## src/design/b64c_pkg.sv

```systemverilog
// ----------------------------------------------------------------------------
// b64c_pkg
// Types, constants and alphabet helpers shared by the Base64 stream codec.
// ----------------------------------------------------------------------------
package b64c_pkg;

	localparam int MAX_RESULTS = 6;
	localparam int NUM_W       = 3;
	localparam int CFG_IDX_W   = 2;

	localparam logic [7:0] CHAR_PAD = 8'h3D;
	localparam logic [7:0] CHAR_NL  = 8'h0A;
	localparam logic [7:0] CHAR_EQ  = 8'h3D;

	localparam logic [7:0] LINE_LEN_RESET = 8'd72;

	localparam logic [CFG_IDX_W-1:0] CFG_MODE     = 2'd0;
	localparam logic [CFG_IDX_W-1:0] CFG_LINE_LEN = 2'd1;

	localparam logic MODE_ENCODE = 1'b0;
	localparam logic MODE_DECODE = 1'b1;

	typedef struct packed {
		logic [7:0] in_byte;
		logic       in_end;
	} in_item_t;

	typedef struct packed {
		logic [7:0] out_char;
		logic       out_error;
		logic       out_last;
	} out_item_t;

	typedef struct packed {
		logic [CFG_IDX_W-1:0] index;
		logic [7:0]           data;
	} cfg_item_t;

	// cnt_big marks a group count that ran past three (a stream that switched
	// from decode to encode with three symbols of a group held); cnt_lo holds the
	// two low bits of the count.
	typedef struct packed {
		logic [23:0] group_bits;
		logic [1:0]  cnt_lo;
		logic        cnt_big;
		logic [8:0]  line_count;
		logic        pad_seen;
	} codec_state_t;

	typedef struct packed {
		logic [MAX_RESULTS-1:0][7:0] chars;
		logic [NUM_W-1:0]            num;
		logic                        error;
	} result_set_t;

	typedef struct packed {
		logic       ok;
		logic [5:0] val;
	} sym_t;

	function automatic logic [7:0] enc_sym(input logic [5:0] s);
		logic [7:0] c;
		c = {2'b00, s};
		if (s < 6'd26)
			return c + 8'd65;
		else if (s < 6'd52)
			return c + 8'd71;
		else if (s < 6'd62)
			return c - 8'd4;
		else if (s == 6'd62)
			return 8'h2B;
		else
			return 8'h2F;
	endfunction

	function automatic sym_t dec_sym(input logic [7:0] c);
		sym_t r;
		r = '0;
		if (c inside {[8'h41:8'h5A]}) begin
			r.ok  = 1'b1;
			r.val = 6'(c - 8'h41);
		end else if (c inside {[8'h61:8'h7A]}) begin
			r.ok  = 1'b1;
			r.val = 6'(c - 8'd71);
		end else if (c inside {[8'h30:8'h39]}) begin
			r.ok  = 1'b1;
			r.val = 6'(c + 8'd4);
		end else if (c == 8'h2B) begin
			r.ok  = 1'b1;
			r.val = 6'd62;
		end else if (c == 8'h2F) begin
			r.ok  = 1'b1;
			r.val = 6'd63;
		end
		return r;
	endfunction

endpackage

```

## src/design/b64c_engine.sv

```systemverilog
// ----------------------------------------------------------------------------
// b64c_engine
// Combinational step: one item and the current state give the result set and
// the next state.
// ----------------------------------------------------------------------------
module b64c_engine (
	input  b64c_pkg::in_item_t     item,
	input  b64c_pkg::codec_state_t st,
	input  logic                   mode,
	input  logic [7:0]             line_length,
	output b64c_pkg::codec_state_t nxt,
	output b64c_pkg::result_set_t  res
);

	logic [23:0]        gb_enc;
	logic [23:0]        gb_dec;
	logic [23:0]        q_bits;
	logic               q_all_real;
	logic [3:0][7:0]    quad;
	logic [2:0][7:0]    bytes_eq;
	logic [2:0][7:0]    bytes_full;
	logic [8:0]         lc4;
	logic               nl;
	b64c_pkg::sym_t     sym;
	logic               has_group;

	always_comb begin
		// New bits are merged into what the group already holds, which matters
		// when a mode change leaves bits of the other format behind.
		gb_enc = st.group_bits;
		case (st.cnt_lo)
			2'd0: gb_enc[23:16] = gb_enc[23:16] | item.in_byte;
			2'd1: gb_enc[15:8]  = gb_enc[15:8] | item.in_byte;
			2'd2: gb_enc[7:0]   = gb_enc[7:0] | item.in_byte;
			default: ;
		endcase

		sym    = b64c_pkg::dec_sym(item.in_byte);
		gb_dec = st.group_bits;
		case (st.cnt_lo)
			2'd0: gb_dec[23:18] = gb_dec[23:18] | sym.val;
			2'd1: gb_dec[17:12] = gb_dec[17:12] | sym.val;
			2'd2: gb_dec[11:6]  = gb_dec[11:6] | sym.val;
			default: gb_dec[5:0] = gb_dec[5:0] | sym.val;
		endcase

		lc4       = st.line_count + 9'd4;
		nl        = lc4 >= {1'b0, line_length};
		has_group = st.cnt_big || (st.cnt_lo != 2'd0);

		// A group closed mid-stream always holds three real bytes.
		q_bits     = item.in_end ? st.group_bits : gb_enc;
		q_all_real = item.in_end ? st.cnt_big : 1'b1;
		for (int k = 0; k < 4; k++) begin
			if (!q_all_real && (2'(k) > st.cnt_lo))
				quad[k] = b64c_pkg::CHAR_PAD;
			else
				quad[k] = b64c_pkg::enc_sym(q_bits[23-6*k -: 6]);
		end
		for (int k = 0; k < 3; k++) begin
			bytes_eq[k]   = st.group_bits[23-8*k -: 8];
			bytes_full[k] = gb_dec[23-8*k -: 8];
		end
	end

	always_comb begin
		nxt = st;
		res = '0;
		if (mode == b64c_pkg::MODE_ENCODE) begin
			if (item.in_end) begin
				if (has_group) begin
					for (int k = 0; k < 4; k++)
						res.chars[k] = quad[k];
					res.chars[4] = b64c_pkg::CHAR_NL;
					res.chars[5] = b64c_pkg::CHAR_NL;
					res.num      = nl ? 3'd6 : 3'd5;
				end else begin
					res.chars[0] = b64c_pkg::CHAR_NL;
					res.num      = 3'd1;
				end
				nxt = '0;
			end else begin
				nxt.group_bits = gb_enc;
				if (st.cnt_big) begin
					nxt.cnt_lo = st.cnt_lo + 2'd1;
				end else if (st.cnt_lo == 2'd3) begin
					nxt.cnt_lo  = 2'd0;
					nxt.cnt_big = 1'b1;
				end else if (st.cnt_lo == 2'd2) begin
					for (int k = 0; k < 4; k++)
						res.chars[k] = quad[k];
					res.chars[4]   = b64c_pkg::CHAR_NL;
					res.num        = nl ? 3'd5 : 3'd4;
					nxt.group_bits = '0;
					nxt.cnt_lo     = 2'd0;
					nxt.line_count = nl ? 9'd0 : lc4;
				end else begin
					nxt.cnt_lo = st.cnt_lo + 2'd1;
				end
			end
		end else begin
			if (item.in_end) begin
				if (!st.pad_seen && has_group) begin
					res.num   = 3'd1;
					res.error = 1'b1;
				end
				nxt = '0;
			end else if (!st.pad_seen) begin
				if (item.in_byte == b64c_pkg::CHAR_EQ) begin
					for (int k = 0; k < 3; k++)
						res.chars[k] = bytes_eq[k];
					if (st.cnt_big)
						res.num = 3'd3;
					else if (st.cnt_lo != 2'd0)
						res.num = {1'b0, st.cnt_lo - 2'd1};
					nxt.pad_seen   = 1'b1;
					nxt.group_bits = '0;
					nxt.cnt_lo     = 2'd0;
					nxt.cnt_big    = 1'b0;
				end else if (sym.ok) begin
					nxt.group_bits = gb_dec;
					nxt.cnt_lo     = st.cnt_lo + 2'd1;
					nxt.cnt_big    = 1'b0;
					if (st.cnt_lo == 2'd3) begin
						for (int k = 0; k < 3; k++)
							res.chars[k] = bytes_full[k];
						res.num        = 3'd3;
						nxt.group_bits = '0;
					end
				end
			end
		end
	end

endmodule

```

## config.mk

```make
export PLATFORM = sky130hd
export DESIGN_NAME = b64c_engine
export DESIGN_NICKNAME = d
export VERILOG_FILES = /design/src/design/b64c_pkg.sv /design/src/design/b64c_engine.sv
export SDC_FILE = /design/constraint.sdc
export NUM_CORES = 1
export LEC_CHECK = 0
export ABC_AREA = 1
export BUFFER_PORTS_ARGS = -buffer_cell sky130_fd_sc_hd__buf_2
export CAP_MARGIN = 25
export CORE_UTILIZATION = 40
export DETAILED_ROUTE_END_ITERATION = 16
export GPL_ROUTABILITY_DRIVEN = 0
export PLACE_DENSITY_LB_ADDON = 0.15
export SYNTH_ARGS = -nofsm -noshare
export SYNTH_HDL_FRONTEND = slang
export SYNTH_SLANG_ARGS = --single-unit
```

## constraint.sdc

```tcl
create_clock -name vclk -period 5.6
set_clock_uncertainty 0.15 [all_clocks]
set_input_delay 0.28 -clock vclk [all_inputs]
set_output_delay 0.28 -clock vclk [all_outputs]
set_load 0.03 [all_outputs]
```

# Yosys cells after proc, flatten, opt, wreduce, memory -nomap -nowiden
# Cells that the tools add are included.
[word_totals]
in_bits = 55
output_inout_bits = 89
reg_bits = 0
wordCells = 151
[classes]
n_addsub = 18
bitwise_logic = 7
n_lt_le_gt_ge = 23
eq_ne = 10
mux = 79
reduce_logical = 14
[op_table]
columns = ["cell", "count"]
rows = [
  ["$mux W27", 9],
  ["$mux W24", 7],
  ["$mux W8", 20],
  ["$mux W39", 3],
  ["$mux W36", 2],
  ["$add A6 B7 Y8 const B", 8],
  ["$lt A6 B6 Y1 const B", 8],
  ["$mux W43", 1],
  ["$mux W37", 1],
  ["$mux W9", 4],
  ["$mux W7", 5],
  ["$sub A6 B3 Y7 const B", 4],
  ["$eq A6 B6 Y1 const B", 4],
  ["$eq A8 B6 Y1 const B", 3],
  ["$lt A6 B5 Y1 const B", 4],
  ["$mux W6", 4],
  ["$or A6 B6 Y6", 4],
  ["$or A8 B8 Y8", 3],
  ["$ge A8 B7 Y1 const B", 2],
  ["$le A8 B7 Y1 const B", 2],
  ["$mux W3", 5],
  ["$mux W2", 7],
  ["$mux W11", 1],
  ["$mux W10", 1],
  ["other kinds (20)", 39],
]

# Longest topological paths before layout
[logic_depth]
ltp_word = 14
ltp_mapped = 18
depth_no_buf = 17

# Least setup slack after synthesis
# Ideal clock, no wire load.
[synth_path]
path_kind = "input -> output"
start = "input port st[11] in the netlist's numbering"
end = "output port res[29] in the netlist's numbering"
arrival_time_ns = 2.546
required_ns = 5.170
stages = 14
path_buffers = 1
path_slack_ns = 2.624
path_cell_list = "inv_1 -> ha_1 -> buf_4 -> inv_2 -> o21ai_0 -> o21ai_1 -> inv_1 -> ha_1 -> nor2_1 -> nand3b_1 -> nand2_1 -> inv_1 -> a21oi_1 -> nor3_1"
[synth_lines]
columns = ["element", "line", "rtl"]
rows = [
  ["start: declaration", "b64c_engine.sv:8", "input b64c_pkg::codec_state_t st,"],
  ["end: declaration", "b64c_engine.sv:12", "output b64c_pkg::result_set_t res"],
]

==> qor_table.md <==
| Result | Value |
|:---|:---|
| Detailed-route DRC error count | 0 |
| Die area | 12800 µm² |
| Required time of the critical path | 5.17 ns |
| Via count of the first global-routing pass | 5873 |
| Max-cap violation count | 0 |
| Placed inst area | 5560 µm² |
| First DRT Iteration DRCs | 829 |
| Sequence of cells on the critical path | buf_2 -> inv_1 -> ha_1 -> inv_2 -> nor3_1 -> inv_2 -> nand2_2 -> inv_2 -> nor2_2 -> nand2_1 -> inv_1 -> nand2_1 -> a211oi_1 -> buf_2 |
| Max stage delay cell, worst path | inv_1 |
| Total wirelength of the detailed-routed design | 18800 µm |
| Fraction of the mapped netlist area in simple logic gates | 41.1% |
| Relative slew margins | 30.2% |
| Setup violations, final | 0 |
| Top Family by Delay on Critical Path | buffers and inverters |
| Tcrit/Tclk final | 72.2% |
| Standby leakage power | 3.08 nW |
| Standard-cell row count | 40 |
| Number of nets in the layout | 1126 |
| Combinational family with the most area after synthesis | simple AND/OR/NAND/NOR gates |
| Die height | 113 µm |
| Layout cell share with drive strength beyond 1 | 21.0% |
| Clock period minus worst slack | 4.04 ns |
| WL/cell | 15.8 µm |
| Number of iterations in the first detailed-routing pass | 5 |
| Arrival time at the worst endpoint | 3.61 ns |
| Warnings from Yosys | 0 |
| Average size of a mapped cell | 5.32 µm² |
| Setup slack after placement | 1.60 ns |
| Crit path buf inv count | 7 |
| Post-Syn Area | 4950 µm² |
| Synthesized-area fraction occupied by ao, oa, aoi and oai cells | 26.7% |
| I/O Pins | 144 |
| Remaining global-route overflow | 0 |
| Max FO, Critical Path | 19 |
| Number of buffers added on ports | 132 |
| GRT Util Overall | 28.9% |
| Starting utilization of the core area | 41.0% |
| Most area-consuming cells after synthesis | nand2_1 (19%), ha_1 (11%), inv_1 (9.2%) |
| Setup repair after global routing missed its margin | no |
| Outcome | completed |
| Pwr Density | 105 nW/µm² |
| F_max | 247 MHz |
| Initial antenna violation count | 1 |
| CLK BUF | 0 |
| Total area of sequential cells | 0 µm² |
| Logic depth of the worst path, buffers included | 14 |
| Crit-path most repeated cell | inv_2 |
| Cell accounting for the most synthesized area | nand2_1 |
| Largest stage delay on the critical path | 0.61 ns |
| Floorplan core area | 12100 µm² |
| Total Neg Setup Slack | 0 ns |
| Number of max-slew violations in the final report | 0 |
| Post-CTS setup-driven buffer insertion count | 0 |
| Post-detailed-route via-to-cell ratio | 5.44 |
| Proportion of synthesized area in mux cells | 0.202% |
| Area fraction of the dominant cell type after synthesis | 19.3% |
| Sequential share of the synthesized area | 0% |
| Startpoint kind of the worst setup timing path | input port |
| Count of distinct cell types in the synthesized netlist | 47 |
| Gates resized, CTS repair | 0 |
| Final hold vios | 0 |
| Source of the critical timing path | st[11] |
| Critical Setup Path Class | in -> out |
| Maximum number of pins on one net before global-route repair | 28 |
| Slew at the pin closest to its max-slew limit | 1.04 ns |
| Number of instances in the synthesized netlist | 930 |
| XOR/XNOR Fraction of Synth Area | 4.60% |
| Remaining antenna violation count after routing | 0 |
| Count of sequential standard cells | 0 |
| Post-route worst setup slack | 1.56 ns |
| Peak VDD IR | 0.0000587 V |
| Worst Setup End Kind | output port |
| Post-route cell area | 5560 µm² |
| Detailed placer's ending HPWL | 14600 µm |
| Post-layout utilization of the core | 46.1% |
| Wire length of the first global-routing pass | 30000 µm |
| Width of the die | 113 µm |
| Arithmetic-cell share of the synthesized area counting full adders, half adders and majority gates | 10.9% |
| Hold bufs inserted after CTS | 0 |
| Count of vias placed by the detailed router | 6503 |
| HP Class | in -> out |
| Worst setup path end | res[34] |
| Area added between synthesis and finish | 12.3% |
## worst min-delay path by stage
stage | depth (start not counted) | slack [ns] | start | endpoint
6_report | 4 | 0.75 | st[2] | nxt[2]
5_1_grt | 4 | 0.79 | st[2] | nxt[2]
4_1_cts | 4 | 0.76 | st[2] | nxt[2]
3_5_place_dp | 4 | 0.76 | st[2] | nxt[2]
3_3_place_gp | 4 | 0.75 | st[2] | nxt[2]
2_1_floorplan | 2 | 0.56 | st[2] | nxt[2]
## cells in the final DEF (no fill, tap or decap), drive strengths merged, types with 2 or more instances in the layout
cell,synthesis,final
nor2,68,68
o21ai,87,87
a21oi,106,106
nand4,13,13
a211oi,2,2
a21boi,5,5
a31oi,6,6
buf,35,132
inv,132,132
nor3,10,10
nand3,80,80
xor2,17,17
conb,1,12
nand2,276,276
xnor2,9,9
a22oi,2,2
ha,43,43
nand3b,4,4
or2,3,3
clkinv,2,2
o211ai,10,10
## cells in the mapped netlist, types with 8 or more instances
cell type / n
xor2_1: 17
xnor2_1: 9
a21oi_2: 18
o21ai_2: 10
buf_2: 10
nand2_1: 255
nand3_1: 76
nor2_2: 8
inv_1: 121
clkbuf_1: 12
nor3_1: 9
o21ai_1: 28
ha_1: 43
o211ai_1: 10
a21oi_1: 86
nor2_1: 58
o21ai_0: 49
inv_2: 11
nand2_2: 15
buf_4: 20
nand4_1: 13
## layout make-up
type / count / area [µm²]
inverter: 134 / 509
timing repair buffer: 132 / 661
fill: 1379 / 6500
multi-input combinational: 760 / 4180
tap: 168 / 210
antenna: 1 / 2.50
## logic make-up after synthesis
| logic type | Yosys count |
|---|---|
| simple gates | 456 |
| compound gates | 222 |
| buf+inv | 181 |
| fa+ha+maj | 43 |
| xor+xnor | 26 |
| mux | 1 |
| other cells | 1 |
## power by group
part	switching [mW]	internal, mW	total (mW)	leakage (nW)
Clock	0	0.0000000239	0.0000000239	0.00000634
Sequential	0	0	0	0
Combinational	0.419	0.166	0.585	3.08
## stage by stage
| step | hold slack (ns) | total power [mW] | std cells |
|---|---|---|---|
| floorplan | 0.561 | 0.429 | 941 |
| global placement | 0.754 | 0.574 | 1194 |
| detailed placement | 0.756 | 0.572 | 1194 |
| CTS | 0.757 | 0.575 | 1194 |
| global route | 0.795 | 0.639 | 1195 |
| finish | 0.755 | 0.585 | 1195 |
## tightest hold or removal path: cells and delay by family
family                 cells  cell delay (ns)
buffers and inverters      3             0.31
AND/OR/NAND/NOR            1             0.03
## per-layer routing
metal | track usage, % | up-vias | routed length, µm
met5 | 0 | - | 0
met1 | 39.7 | 2889 | 8260
li1 | - | 3217 | -
met3 | 2.30 | 42 | 1760
met4 | 9.47 | 0 | 574
met2 | 47.4 | 355 | 8250
Power figures use the tool's default switching activity.
